**src/sv/lpct_pkg.sv**
```systemverilog
// ----------------------------------------------------------------------------
// lpct_pkg
// Shared types and constants for the LRU page cache tag row: key width,
// request codes and the structs that run between the cells of the row.
// ----------------------------------------------------------------------------
package lpct_pkg;

    localparam int KEY_W = 16;
    localparam int OCC_W = 3;

    typedef logic [KEY_W-1:0] t_key;
    typedef logic [OCC_W-1:0] t_occ;

    // request codes
    localparam logic REQ_ACCESS = 1'b0;
    localparam logic REQ_FLUSH  = 1'b1;

    // contents of one slot, also what a cell hands down to its older neighbor
    typedef struct packed {
        logic valid;
        t_key key;
    } t_slot;

    // controls broadcast to every cell of the row
    typedef struct packed {
        logic step;       // beat accepted, update the row
        logic flush;      // empty the row
        logic full_miss;  // miss on a full row: everything shifts down
        t_key page;       // key of the access
    } t_cell_ctrl;

endpackage

```
**src/sv/lru_page_cache_tags.sv**
```systemverilog
// ----------------------------------------------------------------------------
// lru_page_cache_tags
// Tag and LRU replacement logic of a small fully associative page cache.
// ----------------------------------------------------------------------------
// Each request beat (page access or flush) yields exactly one result beat,
// registered, in the cycle after the request is taken. A new request is taken in
// every cycle in which the result register is empty or being drained, so the
// block sustains one request per cycle; the row of CAPACITY cells does the
// whole compare, shift and append of the LRU order in that single cycle, and
// the cell chain length (CAPACITY) sets the critical path. Slot 0 of the row
// is the least recent entry. A flush empties the cache without reporting
// evictions. Occupancy is reported modulo 8.
module lru_page_cache_tags #(
    parameter int CAPACITY = 6
) (
    input  logic                 i_clk,
    input  logic                 i_rst_n,
    input  logic                 i_in_valid,
    output logic                 o_in_stall,
    input  logic                 i_req_type,
    input  lpct_pkg::t_key       i_page_number,
    input  logic                 i_force_render,
    output logic                 o_out_valid,
    input  logic                 i_out_stall,
    output logic                 o_reused,
    output logic                 o_evict_valid,
    output lpct_pkg::t_key       o_evicted_page,
    output lpct_pkg::t_occ       o_occupancy
);
    import lpct_pkg::*;

    localparam int CNT_W = $clog2(CAPACITY + 1);

    t_slot      w_slot [CAPACITY+1];
    logic       w_seen [CAPACITY+1];
    logic       w_shv  [CAPACITY+1];
    t_cell_ctrl w_ctrl;
    logic       w_accept;
    logic       w_flush;
    logic       w_hit;
    logic       w_full;

    logic             r_out_valid;
    logic             r_reused;
    logic             r_evict_valid;
    t_key             r_evicted_page;
    logic [CNT_W-1:0] r_count;
    logic [CNT_W-1:0] n_count;

    // handshake: the result register frees up when drained
    assign o_in_stall = r_out_valid && i_out_stall;
    assign w_accept   = i_in_valid && !o_in_stall;
    assign w_flush    = (i_req_type == REQ_FLUSH);

    // chain ends
    assign w_slot[CAPACITY] = '{valid: 1'b0, key: '0};
    assign w_seen[0]        = 1'b0;
    assign w_shv[0]         = 1'b1;

    assign w_hit  = w_seen[CAPACITY];
    assign w_full = w_slot[CAPACITY-1].valid;

    assign w_ctrl = '{step:      w_accept,
                      flush:     w_flush,
                      full_miss: !w_hit && w_full,
                      page:      i_page_number};

    // row of slots, oldest first
    for (genvar gi = 0; gi < CAPACITY; gi++) begin : g_cell
        lpct_cell u_cell (
            .i_clk        (i_clk),
            .i_rst_n      (i_rst_n),
            .i_ctrl       (w_ctrl),
            .i_up         (w_slot[gi+1]),
            .i_seen       (w_seen[gi]),
            .i_prev_valid (w_shv[gi]),
            .o_slot       (w_slot[gi]),
            .o_seen       (w_seen[gi+1]),
            .o_shift_valid(w_shv[gi+1])
        );
    end

    // occupancy: grows only on a miss with room left
    always_comb begin
        n_count = r_count;
        if (w_accept) begin
            if (w_flush) begin
                n_count = '0;
            end else if (!w_hit && !w_full) begin
                n_count = r_count + CNT_W'(1);
            end
        end
    end

    // control registers
    always_ff @(posedge i_clk) begin
        if (!i_rst_n) begin
            r_out_valid <= 1'b0;
            r_count     <= '0;
        end else begin
            r_count <= n_count;
            if (w_accept) begin
                r_out_valid <= 1'b1;
            end else if (!i_out_stall) begin
                r_out_valid <= 1'b0;
            end
        end
    end

    // result payload
    always_ff @(posedge i_clk) begin
        if (w_accept) begin
            r_reused       <= !w_flush && w_hit && !i_force_render;
            r_evict_valid  <= !w_flush && !w_hit && w_full;
            r_evicted_page <= (!w_flush && !w_hit && w_full) ? w_slot[0].key : '0;
        end
    end

    assign o_out_valid    = r_out_valid;
    assign o_reused       = r_reused;
    assign o_evict_valid  = r_evict_valid;
    assign o_evicted_page = r_evicted_page;
    assign o_occupancy    = OCC_W'(r_count);

endmodule

```
**src/sv/lpct_cell.sv**
```systemverilog
// ----------------------------------------------------------------------------
// lpct_cell
// One slot of the LRU order row. Compares its key with the access, passes
// the match prefix on to the younger neighbor, and on each beat either keeps
// its entry, takes the entry of its younger neighbor, or takes the new page
// when it is the first empty slot after the shift.
// ----------------------------------------------------------------------------
module lpct_cell (
    input  logic                i_clk,
    input  logic                i_rst_n,
    input  lpct_pkg::t_cell_ctrl i_ctrl,
    input  lpct_pkg::t_slot     i_up,         // current entry of younger neighbor
    input  logic                i_seen,       // a match was found in an older slot
    input  logic                i_prev_valid, // older neighbor valid after shift
    output lpct_pkg::t_slot     o_slot,       // current entry of this cell
    output logic                o_seen,
    output logic                o_shift_valid
);
    import lpct_pkg::*;

    logic  r_valid;
    t_key  r_key;
    logic  n_valid;
    t_key  n_key;
    logic  w_match;
    logic  w_shift;
    t_slot w_sh;
    logic  w_tail;

    assign o_slot = '{valid: r_valid, key: r_key};

    // match prefix: every slot from the hit upward shifts down
    assign w_match = r_valid && (r_key == i_ctrl.page);
    assign o_seen  = i_seen || w_match;
    assign w_shift = o_seen || i_ctrl.full_miss;

    // entry after the shift, and the append point just past the last valid one
    assign w_sh          = w_shift ? i_up : o_slot;
    assign o_shift_valid = w_sh.valid;
    assign w_tail        = !w_sh.valid && i_prev_valid;

    // next slot contents
    always_comb begin
        n_valid = r_valid;
        n_key   = r_key;
        if (i_ctrl.step) begin
            if (i_ctrl.flush) begin
                n_valid = 1'b0;
            end else if (w_tail) begin
                n_valid = 1'b1;
                n_key   = i_ctrl.page;
            end else begin
                n_valid = w_sh.valid;
                n_key   = w_sh.key;
            end
        end
    end

    always_ff @(posedge i_clk) begin
        if (!i_rst_n) begin
            r_valid <= 1'b0;
        end else begin
            r_valid <= n_valid;
        end
    end

    // key needs no reset, an invalid slot is never reported
    always_ff @(posedge i_clk) begin
        r_key <= n_key;
    end

endmodule

```
**config.mk**
```make
export PLATFORM = sky130hd
export DESIGN_NAME = lru_page_cache_tags
export DESIGN_NICKNAME = d
export VERILOG_FILES = /design/src/sv/lpct_pkg.sv /design/src/sv/lru_page_cache_tags.sv /design/src/sv/lpct_cell.sv
export SDC_FILE = /design/constraint.sdc
export NUM_CORES = 1
export LEC_CHECK = 0
export BUFFER_PORTS_ARGS = -buffer_cell sky130_fd_sc_hd__buf_2
export CORE_ASPECT_RATIO = 0.7
export CORE_MARGIN = 4
export CORE_UTILIZATION = 55
export DETAILED_ROUTE_END_ITERATION = 10
export GPL_TIMING_DRIVEN = 1
export PLACE_DENSITY_LB_ADDON = 0.3
export SLEW_MARGIN = 10
export SYNTH_ARGS = -nofsm -noshare
export SYNTH_HDL_FRONTEND = slang
export SYNTH_SLANG_ARGS = --single-unit
```
**constraint.sdc**
```tcl
create_clock -name i_clk -period 5.45 [get_ports i_clk]
set_input_delay 0 -clock i_clk [delete_from_list [all_inputs] [get_ports i_clk]]
set_output_delay 0 -clock i_clk [all_outputs]
set_load 0.01 [all_outputs]
```
# Yosys cells after proc, flatten, opt, wreduce, memory -nomap -nowiden
# Index checks and enable logic that the tools add are counted.
# totals
reg_bits,124
inputBits,22
out_inout_bits,23
wordCells,107
# op_classes
add_sub_neg,1
n_eq_ne,8
muxes,27
bitwise_logic,1
reduce_logical,53
# ops
cell,n
2-to-1 mux 17 bit,6
equality test 16 bit,6
2-to-1 mux 16 bit,6
logical AND 1 bit,19
AND reduction 3 bit,6
2-to-1 mux 1 bit,13
nonzero test 2 bit,6
logical OR 1 bit,11
zero test 1 bit,10
2-to-1 mux 3 bit,2
!= test 2 x 1 -> 1 bit (second input constant),2
adder 3 x 1 -> 3 bit (second input constant),1
AND reduction 2 bit,1
inverter 1 bit,1

# Longest topological paths before layout
# Gate-level depths: netlist of the first run.
# depth
ltp_word,15
ltp_mapped,11
ltp_nobuf,8

# Cells and area by module
# From an unflattened synthesis of the first run, not the netlist that was laid out.
# unflattened
cells_unflattened,754
hier_area_um2,8295.5
# modules_own_cells
module,instances,cells_each,area_each_um2,seq_area_each_um2
lpct_cell,6,115,1232.4,500.5
lru_page_cache_tags,1,64,900.9,620.6

# Least setup slack after synthesis of the first run
# Ideal clock, no wire load.
# synth_path
kind,flip-flop to flip-flop
start,register g_cell[2].u_cell.r_key[13]
end,"register g_cell[1].u_cell.r_key[0], enable pin"
setup_time_ns,0.399
arrival_time_ns,3.277
t_required_ns,5.051
path_slack_ns,1.774
path_stages_with_launch,11
path_buffers,2
period_less_slack_ns,3.676
cell_sequence,edfxtp_1 > xor2_1 > or4_1 > or4b_4 > nor2_4 > nor2_1 > a211oi_1 > a31oi_1 > buf_4 > buf_6 > a31oi_1
# synth_via
elab_chain_len,14
elab_cells_between_ends,16
classes_between,eq/ne (1); mux (2); reduce/logical (13)
# synth_lines
item,line,text
from (decl),lpct_cell.sv:22,t_key r_key;
from (signal assigned),lpct_cell.sv:69,r_key <= n_key;
equality test 16 bit *,lpct_cell.sv:33,assign w_match = r_valid && (r_key == i_ctrl.page);
logical AND 1 bit *,lpct_cell.sv:33,
logical OR 1 bit * (4 in series),lpct_cell.sv:34,assign o_seen = i_seen || w_match;
zero test 1 bit *,lru_page_cache_tags.sv:65,"full_miss: !w_hit && w_full,"
logical AND 1 bit *,lru_page_cache_tags.sv:65,
logical OR 1 bit,lpct_cell.sv:35,assign w_shift = o_seen || i_ctrl.full_miss;
2-to-1 mux 17 bit,lpct_cell.sv:38,assign w_sh = w_shift ? i_up : o_slot;
zero test 1 bit,lpct_cell.sv:40,assign w_tail = !w_sh.valid && i_prev_valid;
logical AND 1 bit,lpct_cell.sv:40,
nonzero test 2 bit (no source line) *,-,
AND reduction 3 bit (no source line) *,-,
to (signal assigned),lpct_cell.sv:69,
to (decl),lpct_cell.sv:22,
# Mark *: on every way between the ends. The rest lies on a longest branch, timed or not. The select of a mux whose other input is x is not followed.
# A chain may end at the register's enable or synchronous reset.

# Worst setup path after layout of the first run
# layout_path
start,register g_cell[1].u_cell.r_key[5]
end,"register g_cell[4].u_cell.r_key[0], enable pin"
# layout_via
elab_chain_len,15
elab_cells_between_ends,17
classes_between,eq/ne (1); mux (2); reduce/logical (14)
# layout_lines
item,line
equality test 16 bit *,lpct_cell.sv:33
logical AND 1 bit *,lpct_cell.sv:33
logical OR 1 bit * (3 in series),lpct_cell.sv:34
logical OR 1 bit (2 in series),lpct_cell.sv:34
zero test 1 bit,lru_page_cache_tags.sv:65
logical AND 1 bit,lru_page_cache_tags.sv:65
logical OR 1 bit,lpct_cell.sv:35
2-to-1 mux 17 bit,lpct_cell.sv:38
zero test 1 bit,lpct_cell.sv:40
logical AND 1 bit,lpct_cell.sv:40
nonzero test 2 bit (no source line) *,-
AND reduction 3 bit (no source line) *,-
to (signal assigned),lpct_cell.sv:69
to (decl),lpct_cell.sv:22
# Marks and branches as above.

==> results of run 1 <==
layout by cell type (no fill, tap or decap), drive strengths merged, types with 2 or more instances in the layout:
cell type and n:
clkinvlp 6, nand2 80, nand2b 4, a32o 2, inv 24, or3 2, nor4 21, mux2i 66
buf 51, a211oi 2, o32ai 2, o22ai 6, dfxtp 10, nor4b 4, or2 4, xnor2 21
edfxtp 114, o21ai 6, o21a 4, a22o 17, or4 2, nand4 9, dlygate4sd3 6, clkinv 3
nor3 9, and2 18, nor2 32, xor2 76, nand3 16, a31oi 3, bufinv 3, clkbuf 18
a21oi 6
final cells by class:
type | count | area [sq um] | area share, %
Inverter | 22 | 82.6 | 1.05
Clock buffer | 18 | 429 | 5.44
Tap cell | 162 | 203 | 2.57
Clock inverter | 14 | 170 | 2.16
Sequential cell | 124 | 3620 | 46.0
Timing Repair Buffer | 57 | 333 | 4.22
Multi-Input combinational cell | 425 | 3040 | 38.6
critical path, delay by kind of cell, from the launching register on:
kind | cells | cell delay [ps]
mux | 1 | 550
compound gates | 3 | 1390
flops | 1 | 400
buf+inv | 1 | 310
xor+xnor | 1 | 170
simple gates | 3 | 800
kinds of logic after synthesis:
logic type / after synthesis / share of synthesized area, %
and+or+nand+nor: 206 / 14.9
DFF: 124 / 52.2
xor gates and xnor gates: 97 / 12.2
muxes: 66 / 9.88
buffers and inverters: 57 / 4.13
AOI/OAI and AO/OA: 55 / 6.42
adders and majority gates: 1 / 0.180
worst paths after layout:
kind | startpoint | endpoint | slack (ps) | cells after the start
worst max-delay path | g_cell[1].u_cell.r_key[5] | g_cell[4].u_cell.r_key[0] | 1440 | 9
worst min-delay path | i_page_number[11] | g_cell[0].u_cell.r_key[11] | 80 | 2
worst max register to register | g_cell[1].u_cell.r_key[5] | g_cell[4].u_cell.r_key[0] | 1440 | 9
worst min register to register | o_occupancy[1] | o_occupancy[1] | 510 | 2
per-layer routing:
metal / up-vias / global-route usage (%) / routed length, um
li1: 2271 / - / -
met1: 2360 / 31.8 / 7160
met2: 240 / 36.3 / 7480
met3: 17 / 5.24 / 1550
met4: 0 / 6.64 / 154
met5: - / 0 / 0
repair_timing:
| action | CTS | global route |
|---|---|---|
| hold buffers | 6 | 0 |
| endpoints found under the hold margin | 11 | 0 |
| setup endpoints to repair | 0 | 0 |
metrics by stage:
step	setup slack [ps]	cell area (sq um)
after global routing	1200	7880
after floorplan	1770	6940
final	1440	7880
after global placement	1580	7220
after CTS	1400	7880
after detailed placement	1430	7220
sequential cells by signal, indices dropped and copies added (netlist names):
name,flops
o_reused,1
o_evict_valid,1
o_out_valid,1
o_evicted_page,16
g_cell.u_cell.r_key,96
g_cell.u_cell.r_valid,6
o_occupancy,3
power groups by stage:
stage | Combinational, mW | Clock, mW | Sequential [mW]
6_report | 0.163 | 1.15 | 1.06
3_3_place_gp | 0.154 | 0 | 1.08
4_1_cts | 0.161 | 1.15 | 1.06
2_1_floorplan | 0.108 | 0 | 1.08
5_1_grt | 0.175 | 1.20 | 1.06
3_5_place_dp | 0.157 | 0 | 1.08
==> summary.txt, run 1 <==
width of the die -> 142 um
Hold Path Class -> input pin to register
Final period util -> 73.6%
Worst-Margin Slew -> 1080 ps
Pwr Density -> 301 nW/um^2
layout cells sized above 1 -> 14.8%
Static Leakage -> 3.09 nW
Cell variety after synth -> 50
Mapped Cells -> 606
H-Tree Depth -> 4
Initial Util -> 56.1%
DR DRC count -> 0
postcts setup bufs -> 0
drt total wl -> 16.3 mm
syn_nets -> 629
Clock Path Buffers -> 2
CP endpoint kind -> register
Vias/cell -> 5.95
GRT Total Usage -> 22.9%
post-route minimum period -> 4010 ps
Routability Congestion -> 0.928
slowest CP cell -> o21a_1
CTS tree -> done
TritonRoute pass-1 iters -> 5
row count -> 34
Cell Area, Synth -> 6940 sq um
Post-synth EDFFs -> 114
Synth top cells by count -> 114 x edfxtp_1, 80 x nand2_1, 76 x xor2_1, 64 x mux2i_1, 30 x nor2_1
final count of hold timing violations -> 0
post-DR wirelength/cell -> 19.9 um
Critical Path Start Type -> register
worst-case clock skew -> 9.45 ps
# setup viols final -> 0
Iteration-0 DRC Markers -> 446
crit-path cells -> xor2_1, nor4b_1, nand4_1, o32ai_1, nor3_2, mux2i_4, a21boi_2, buf_4, o21a_1
max_cap viols -> 0
Max Fanout on Critical Path -> 19
TritonCTS Buffers -> 17
Area Overhead vs Synth -> 13.6%
Seq pwr share -> 44.5%
Post-Route Setup TNS -> 0 ps
Tot Pwr -> 2.37 mW
IO buf count -> 44
post-synth top area share -> 49.3%
area leader, netlist -> edfxtp_1
Skew-Pair Late Insertion Delay -> 430 ps
fmax -> 249 MHz
Cells after DPL -> 784
register area share after synthesis -> 52.2%
core area -> 12,400 sq um
RSZ-0062 raised after global routing -> no
top-count cell post-synth -> edfxtp_1
post-layout util -> 63.7%
Worst-path clk slew -> 60 ps
HPWL Detailed -> 12.3 mm
Worst EP required -> 5510 ps
diode count -> 0
# IOs -> 45
Sw Share -> 23.1%
Gate power share -> 6.9%
vias post-DR -> 4,888
status -> completed
final slew viol count -> 0
Finished Layout Cells -> 822
largest stage delay on the critical path -> 640 ps
clock share of power -> 48.6%
clk root buf -> clkbuf_16
Chip Height -> 102 um
synth top area cells -> edfxtp_1 49%, xor2_1 9.6%, mux2i_1 9.2%
vias in the first global route -> 4,570
DIE AREA -> 14,500 sq um
relative slew slack -> 27.3%
Yosys Warn Count -> 0
#FFs+latches synth -> 124
P_sw -> 549 uW
VDD IR max -> 251 uV
antenna-violating nets left -> 0
# fillers -> 969
initial antenna violation count -> 0
first-pass GRT wire length -> 25.1 mm
Internal Power -> 1.82 mW
Post-synth ARST share -> 0%
gr ovfl total -> 0
main flop type after synthesis -> edfxtp_1
kind of critical path -> register to register
nets -> 670
largest net degree at the start of global routing -> 22
hold_ws -> 76.1 ps
Worst EP arrival -> 4070 ps
Avg Cell Area, Syn -> 11.5 sq um
CTS sink cnt -> 124
post-CTS sizing -> 0
Power figures use the tool's default switching activity.
==> run 2, diff against run 1 <==
==> constraint.sdc (replaced) <==
create_clock -name i_clk -period 3.3 [get_ports i_clk]
set_input_delay 0 -clock i_clk [delete_from_list [all_inputs] [get_ports i_clk]]
set_output_delay 0 -clock i_clk [all_outputs]
set_load 0.01 [all_outputs]
==> run 2 against run 1 <==
Setup slack worse by 1300 ps. Sequential power grew 65%. Flip-flop and latch count unchanged. Total power grew 65%. Via count rose by 0.20%. Critical path depth shrank 1. Register-to-register slack lost 1300 ps. Critical path type unchanged. Largest power group unchanged. Highest routed layer unchanged.
==> summary.txt, run 2 (same netlist as run 1, synthesis figures left out) <==
# IOs -> 45
post-route met1 wirelength -> 7.29 mm
status -> completed
Reg2Reg Depth -> 8
worst setup margin -> 142 ps
final slew viol count -> 0
core area -> 12,400 sq um
CTS sink cnt -> 124
routed length on met3 -> 1.44 mm
Pwr Density -> 489 nW/um^2
TritonRoute pass-1 iters -> 6
layout cells sized above 1 -> 16.6%
CTS tree -> done
Worst EP arrival -> 3410 ps
Worst-path clk slew -> 60 ps
Worst-Margin Slew -> 798 ps
final count of hold timing violations -> 0
CP endpoint kind -> register
drt total wl -> 16.5 mm
max_cap viols -> 0
RSZ-0062 raised after global routing -> no
DIE AREA -> 14,500 sq um
post-DR wirelength/cell -> 19.8 um
largest net degree at the start of global routing -> 21
GRT Total Usage -> 23.5%
clk root buf -> clkbuf_16
Internal Power -> 3.02 mW
Initial Util -> 56.1%
vias post-DR -> 4,898
Most flops, register -> g_cell.u_cell.r_key
# fillers -> 959
VDD IR max -> 393 uV
diode count -> 0
highest metal used -> met4
Sw Share -> 23.2%
Hold Path Depth -> 2
kind of critical path -> register to register
nets -> 679
# setup viols final -> 0
DR DRC count -> 0
antenna-violating nets left -> 0
dpl ws -> 198 ps
Seq pwr share -> 44.5%
worst-case clock skew -> 8.74 ps
Critical Path Start Type -> register
H-Tree Depth -> 4
Static Leakage -> 3.16 nW
width of the die -> 142 um
post-layout util -> 64.8%
sequential cell area -> 3620 sq um
clock share of power -> 48.5%
Skew-Pair Late Insertion Delay -> 420 ps
fmax -> 317 MHz
Max Fanout on Critical Path -> 16
row count -> 34
Final Cell Area -> 8020 sq um
Worst EP required -> 3550 ps
Gate power share -> 7.1%
IO buf count -> 44
met2 wire len -> 7.38 mm
Clock Path Buffers -> 2
first-pass GRT wire length -> 25.8 mm
relative slew slack -> 46.8%
Vias/cell -> 5.89
HPWL Detailed -> 12.3 mm
placed cell areas -> 7320 sq um
post-route minimum period -> 3160 ps
vias in the first global route -> 4,755
gr ovfl total -> 0
commonest non-fill, non-tap cell in the layout -> edfxtp_1
TritonCTS Buffers -> 17
Post-Route Setup TNS -> 0 ps
Final period util -> 95.7%
max reg flops -> 96
initial antenna violation count -> 0
Iteration-0 DRC Markers -> 402
hold_ws -> 95.0 ps
Hold Path Class -> input pin to register
Area Overhead vs Synth -> 15.6%
multi-input logic area -> 3070 sq um
Routability Congestion -> 0.958
most frequent cells in the layout -> 114 x edfxtp_1, 80 x nand2_1, 76 x xor2_1, 64 x mux2i_1, 44 x buf_2
Chip Height -> 102 um
P_sw -> 909 uW
## run 2: cell count changes in the layout (fill, tap and decap cells not counted), moves of 2 or more
| cell | previous run | this run |
|---|---|---|
| buf_12 | 0 | 3 |
| clkinv_4 | 1 | 3 |
| clkinv_1 | 1 | 3 |
| buf_4 | 7 | 12 |
| clkinvlp_4 | 6 | 3 |
## run 2: what timing repair did
action / in CTS / in global routing
endpoints found under the hold margin: 9 / 0
endpoints found under the setup margin: 0 / 69
setup buffers: 0 / 1
resized for setup: 0 / 4
hold buffers: 6 / 0
## run 2: layer usage
layer  vias to the layer above  GRT usage, %
li1                       2275             -
met1                      2353          32.3
met2                       238          36.4
met3                        32          5.89
met4                         0          8.85
met5                         -             0
## run 2: worst paths after layout
kind,from,endpoint,slack (ps)
worst min register to register,o_occupancy[1],o_occupancy[1],510
worst min-delay path,i_page_number[11],g_cell[0].u_cell.r_key[11],100
worst max register to register,g_cell[2].u_cell.r_key[13],g_cell[3].u_cell.r_key[5],140
worst max-delay path,g_cell[2].u_cell.r_key[13],g_cell[3].u_cell.r_key[5],140
## run 2: layout make-up
cell class | count | area share (%)
clock buffer | 17 | 5.30
clock inverter | 15 | 2.15
inverter | 22 | 1.03
multi-input combinational | 425 | 38.3
sequential | 124 | 45.2
tap | 162 | 2.53
timing repair buffer | 66 | 5.51
## run 2: critical path, cell delays in order (launching register included)
cell,delay (ps)
edfxtp_1,410
xor2_1,170
or4_1,540
or4b_4,520
o21ai_1,310
nor3_1,120
o211ai_1,310
buf_4,340
mux2i_1,250
## run 2: stage by stage
step,instances,total power [mW]
after floorplan,606,1.96
after CTS,830,3.92
after global routing,831,4.03
final,831,3.93
after detailed placement,792,2.04
after global placement,792,2.03
## run 2: power by group through the flow
stage | combinational, mW | sequential (mW) | clock [mW]
after floorplan | 0.179 | 1.78 | 0
after global placement | 0.255 | 1.78 | 0
after detailed placement | 0.261 | 1.78 | 0
after CTS | 0.268 | 1.75 | 1.91
after global routing | 0.296 | 1.75 | 1.99
final | 0.277 | 1.75 | 1.90
==> run 3, diff against run 2 <==
--- a/config.mk
+++ b/config.mk
@@ -6,11 +6,12 @@
 export NUM_CORES = 1
 export LEC_CHECK = 0
 export BUFFER_PORTS_ARGS = -buffer_cell sky130_fd_sc_hd__buf_2
-export CORE_ASPECT_RATIO = 0.7
+export CORE_ASPECT_RATIO = 1.75
 export CORE_MARGIN = 4
 export CORE_UTILIZATION = 55
 export DETAILED_ROUTE_END_ITERATION = 10
 export GPL_TIMING_DRIVEN = 1
+export MAX_ROUTING_LAYER = met4
 export PLACE_DENSITY_LB_ADDON = 0.3
 export SLEW_MARGIN = 10
 export SYNTH_ARGS = -nofsm -noshare
==> run 3 against run 2 <==
Clock power about the same. Cell count increased by 2.8%. Wire length increased by 4.4%. Via count decreased by 0.31%. Combinational power increased by 3%. Global-route usage increased by 2.0 points. Critical path depth increased by 1. Die area increased by 0.30%. First-iteration DRC count decreased by 13%.
==> summary.txt, run 3 (same netlist as run 1, synthesis figures left out) <==
drt total wl -> 17.2 mm
post-route minimum period -> 3160 ps
TritonRoute pass-1 iters -> 5
GRT Total Usage -> 25.5%
flop2flop setup slack -> 140 ps
kind of critical path -> register to register
initial antenna violation count -> 0
Final period util -> 95.7%
CP endpoint kind -> register
Worst-path clk slew -> 60 ps
Worst EP arrival -> 3390 ps
DIE AREA -> 14,500 sq um
final slew viol count -> 0
antenna-violating nets left -> 0
Chip Height -> 157 um
RSZ-0062 raised after global routing -> yes
Pwr Density -> 483 nW/um^2
max reg flops -> 96
post-DR wirelength/cell -> 20.1 um
VDD IR max -> 333 uV
hold worst-path end -> g_cell[2].u_cell.r_valid
diode count -> 0
most frequent cells in the layout -> 114 x edfxtp_1, 80 x nand2_1, 76 x xor2_1, 64 x mux2i_1, 44 x buf_2
Reg2Reg Depth -> 9
Clock Path Buffers -> 2
largest net degree at the start of global routing -> 21
Reg-to-Reg End -> g_cell[1].u_cell.r_key[15]
Static Leakage -> 3.26 nW
clk root buf -> clkbuf_16
gr ovfl total -> 0
Post-Route Setup TNS -> 0 ps
relative slew slack -> 62.0%
commonest non-fill, non-tap cell in the layout -> edfxtp_1
# fillers -> 1,012
Skew-Pair Late Insertion Delay -> 420 ps
Most flops, register -> g_cell.u_cell.r_key
Iteration-0 DRC Markers -> 351
first-pass GRT wire length -> 26.8 mm
CTS sink cnt -> 124
Vias/cell -> 5.72
row count -> 54
worst-case clock skew -> 11.8 ps
width of the die -> 92.9 um
slowest CP cell -> or4b_4
H-Tree Depth -> 4
min-delay src -> i_req_type
Routability Congestion -> 0.971
fmax -> 316 MHz
crit-path cells -> xor2_1, or4_1, or4b_4, nor2_4, nor2_1, a22o_1, a31oi_2, buf_12, mux2i_1
nets -> 696
# setup viols final -> 0
Hold Path Depth -> 4
DR DRC count -> 0
layout cells sized above 1 -> 18.8%
Area Overhead vs Synth -> 17.6%
Hold Path Class -> input pin to register
max_cap viols -> 0
vias post-DR -> 4,883
worst reg2reg path startpoint -> g_cell[2].u_cell.r_key[0]
Initial Util -> 55.8%
Worst-Margin Slew -> 565 ps
hold_ws -> 27.0 ps
sequential cell area -> 3620 sq um
largest stage delay on the critical path -> 540 ps
multi-input logic area -> 3080 sq um
TritonCTS Buffers -> 17
final count of hold timing violations -> 0
post-layout util -> 65.7%
Worst EP required -> 3530 ps
Critical Path Start Type -> register
postcts setup bufs -> 0
status -> completed
# IOs -> 45
Cells after DPL -> 817
Max Fanout on Critical Path -> 16
core area -> 12,400 sq um
HPWL Detailed -> 13.4 mm
vias in the first global route -> 5,064
IO buf count -> 44
CTS tree -> done
Finished Layout Cells -> 854
-- run 3: changes by cell type in the layout (fill, tap and decap cells not counted), moves of 2 or more --
cell,delta
inv_8,+4
buf_4,+19
inv_6,+2
clkinv_1,-2
clkinvlp_4,-3
-- run 3: repair_timing --
item                                    CTS  global route
hold buffers                              5             0
hold endpoints to repair                 10             0
resized for setup                         0             4
endpoints found under the setup margin    0            33
-- run 3: final cells by class --
class | instances | share of cell area [%]
flip-flops and latches | 124 | 44.4
multi-input cells | 425 | 37.7
repair buffers | 83 | 6.90
clock buffers | 17 | 5.21
well taps | 168 | 2.58
clock inverters | 15 | 2.19
inverters | 22 | 1.01
-- run 3: worst max-delay path by stage --
stage,to,slack [ps],start
after floorplan,g_cell[3].u_cell.r_key[0],10,g_cell[2].u_cell.r_key[13]
after global placement,g_cell[3].u_cell.r_key[9],70,g_cell[2].u_cell.r_key[13]
after detailed placement,g_cell[3].u_cell.r_key[11],10,g_cell[2].u_cell.r_key[13]
after CTS,g_cell[3].u_cell.r_key[11],0.4,g_cell[2].u_cell.r_key[0]
after global routing,g_cell[3].u_cell.r_key[0],-20,g_cell[5].u_cell.r_key[4]
final,g_cell[1].u_cell.r_key[15],140,g_cell[2].u_cell.r_key[0]
-- run 3: metrics by stage --
| step | worst slack, ps | total power [mW] | area [sq um] |
|---|---|---|---|
| 2_1_floorplan | 12.6 | 1.96 | 6960 |
| 3_3_place_gp | 67.6 | 2.05 | 7490 |
| 3_5_place_dp | 10.5 | 2.06 | 7490 |
| 4_1_cts | 0.412 | 3.95 | 8140 |
| 5_1_grt | -21.6 | 4.05 | 8160 |
| 6_report | 140 | 3.94 | 8160 |
-- run 3: report_power, final --
| part | internal, mW | total [mW] | switching (mW) |
|---|---|---|---|
| clock | 1.14 | 1.91 | 0.767 |
| sequential | 1.73 | 1.75 | 0.0144 |
| combinational | 0.105 | 0.284 | 0.179 |
-- run 3: routing by layer --
layer	routed length [um]	up-vias	GRT usage (%)	part of all wire, %
met5	0	-	-	0
met4	1130	0	16.4	6.6
met3	526	65	4.52	3.1
met2	9660	141	47.1	56
met1	5890	2362	23.7	34
li1	-	2315	-	-
-- run 3: worst max-delay path: cells and delay by family (launching register included) --
kind | cells | cell delay, ps
DFF | 1 | 400
and+or+nand+nor | 4 | 1340
xor gates and xnor gates | 1 | 170
buffers and inverters | 1 | 220
AOI/OAI and AO/OA | 2 | 550
muxes | 1 | 300
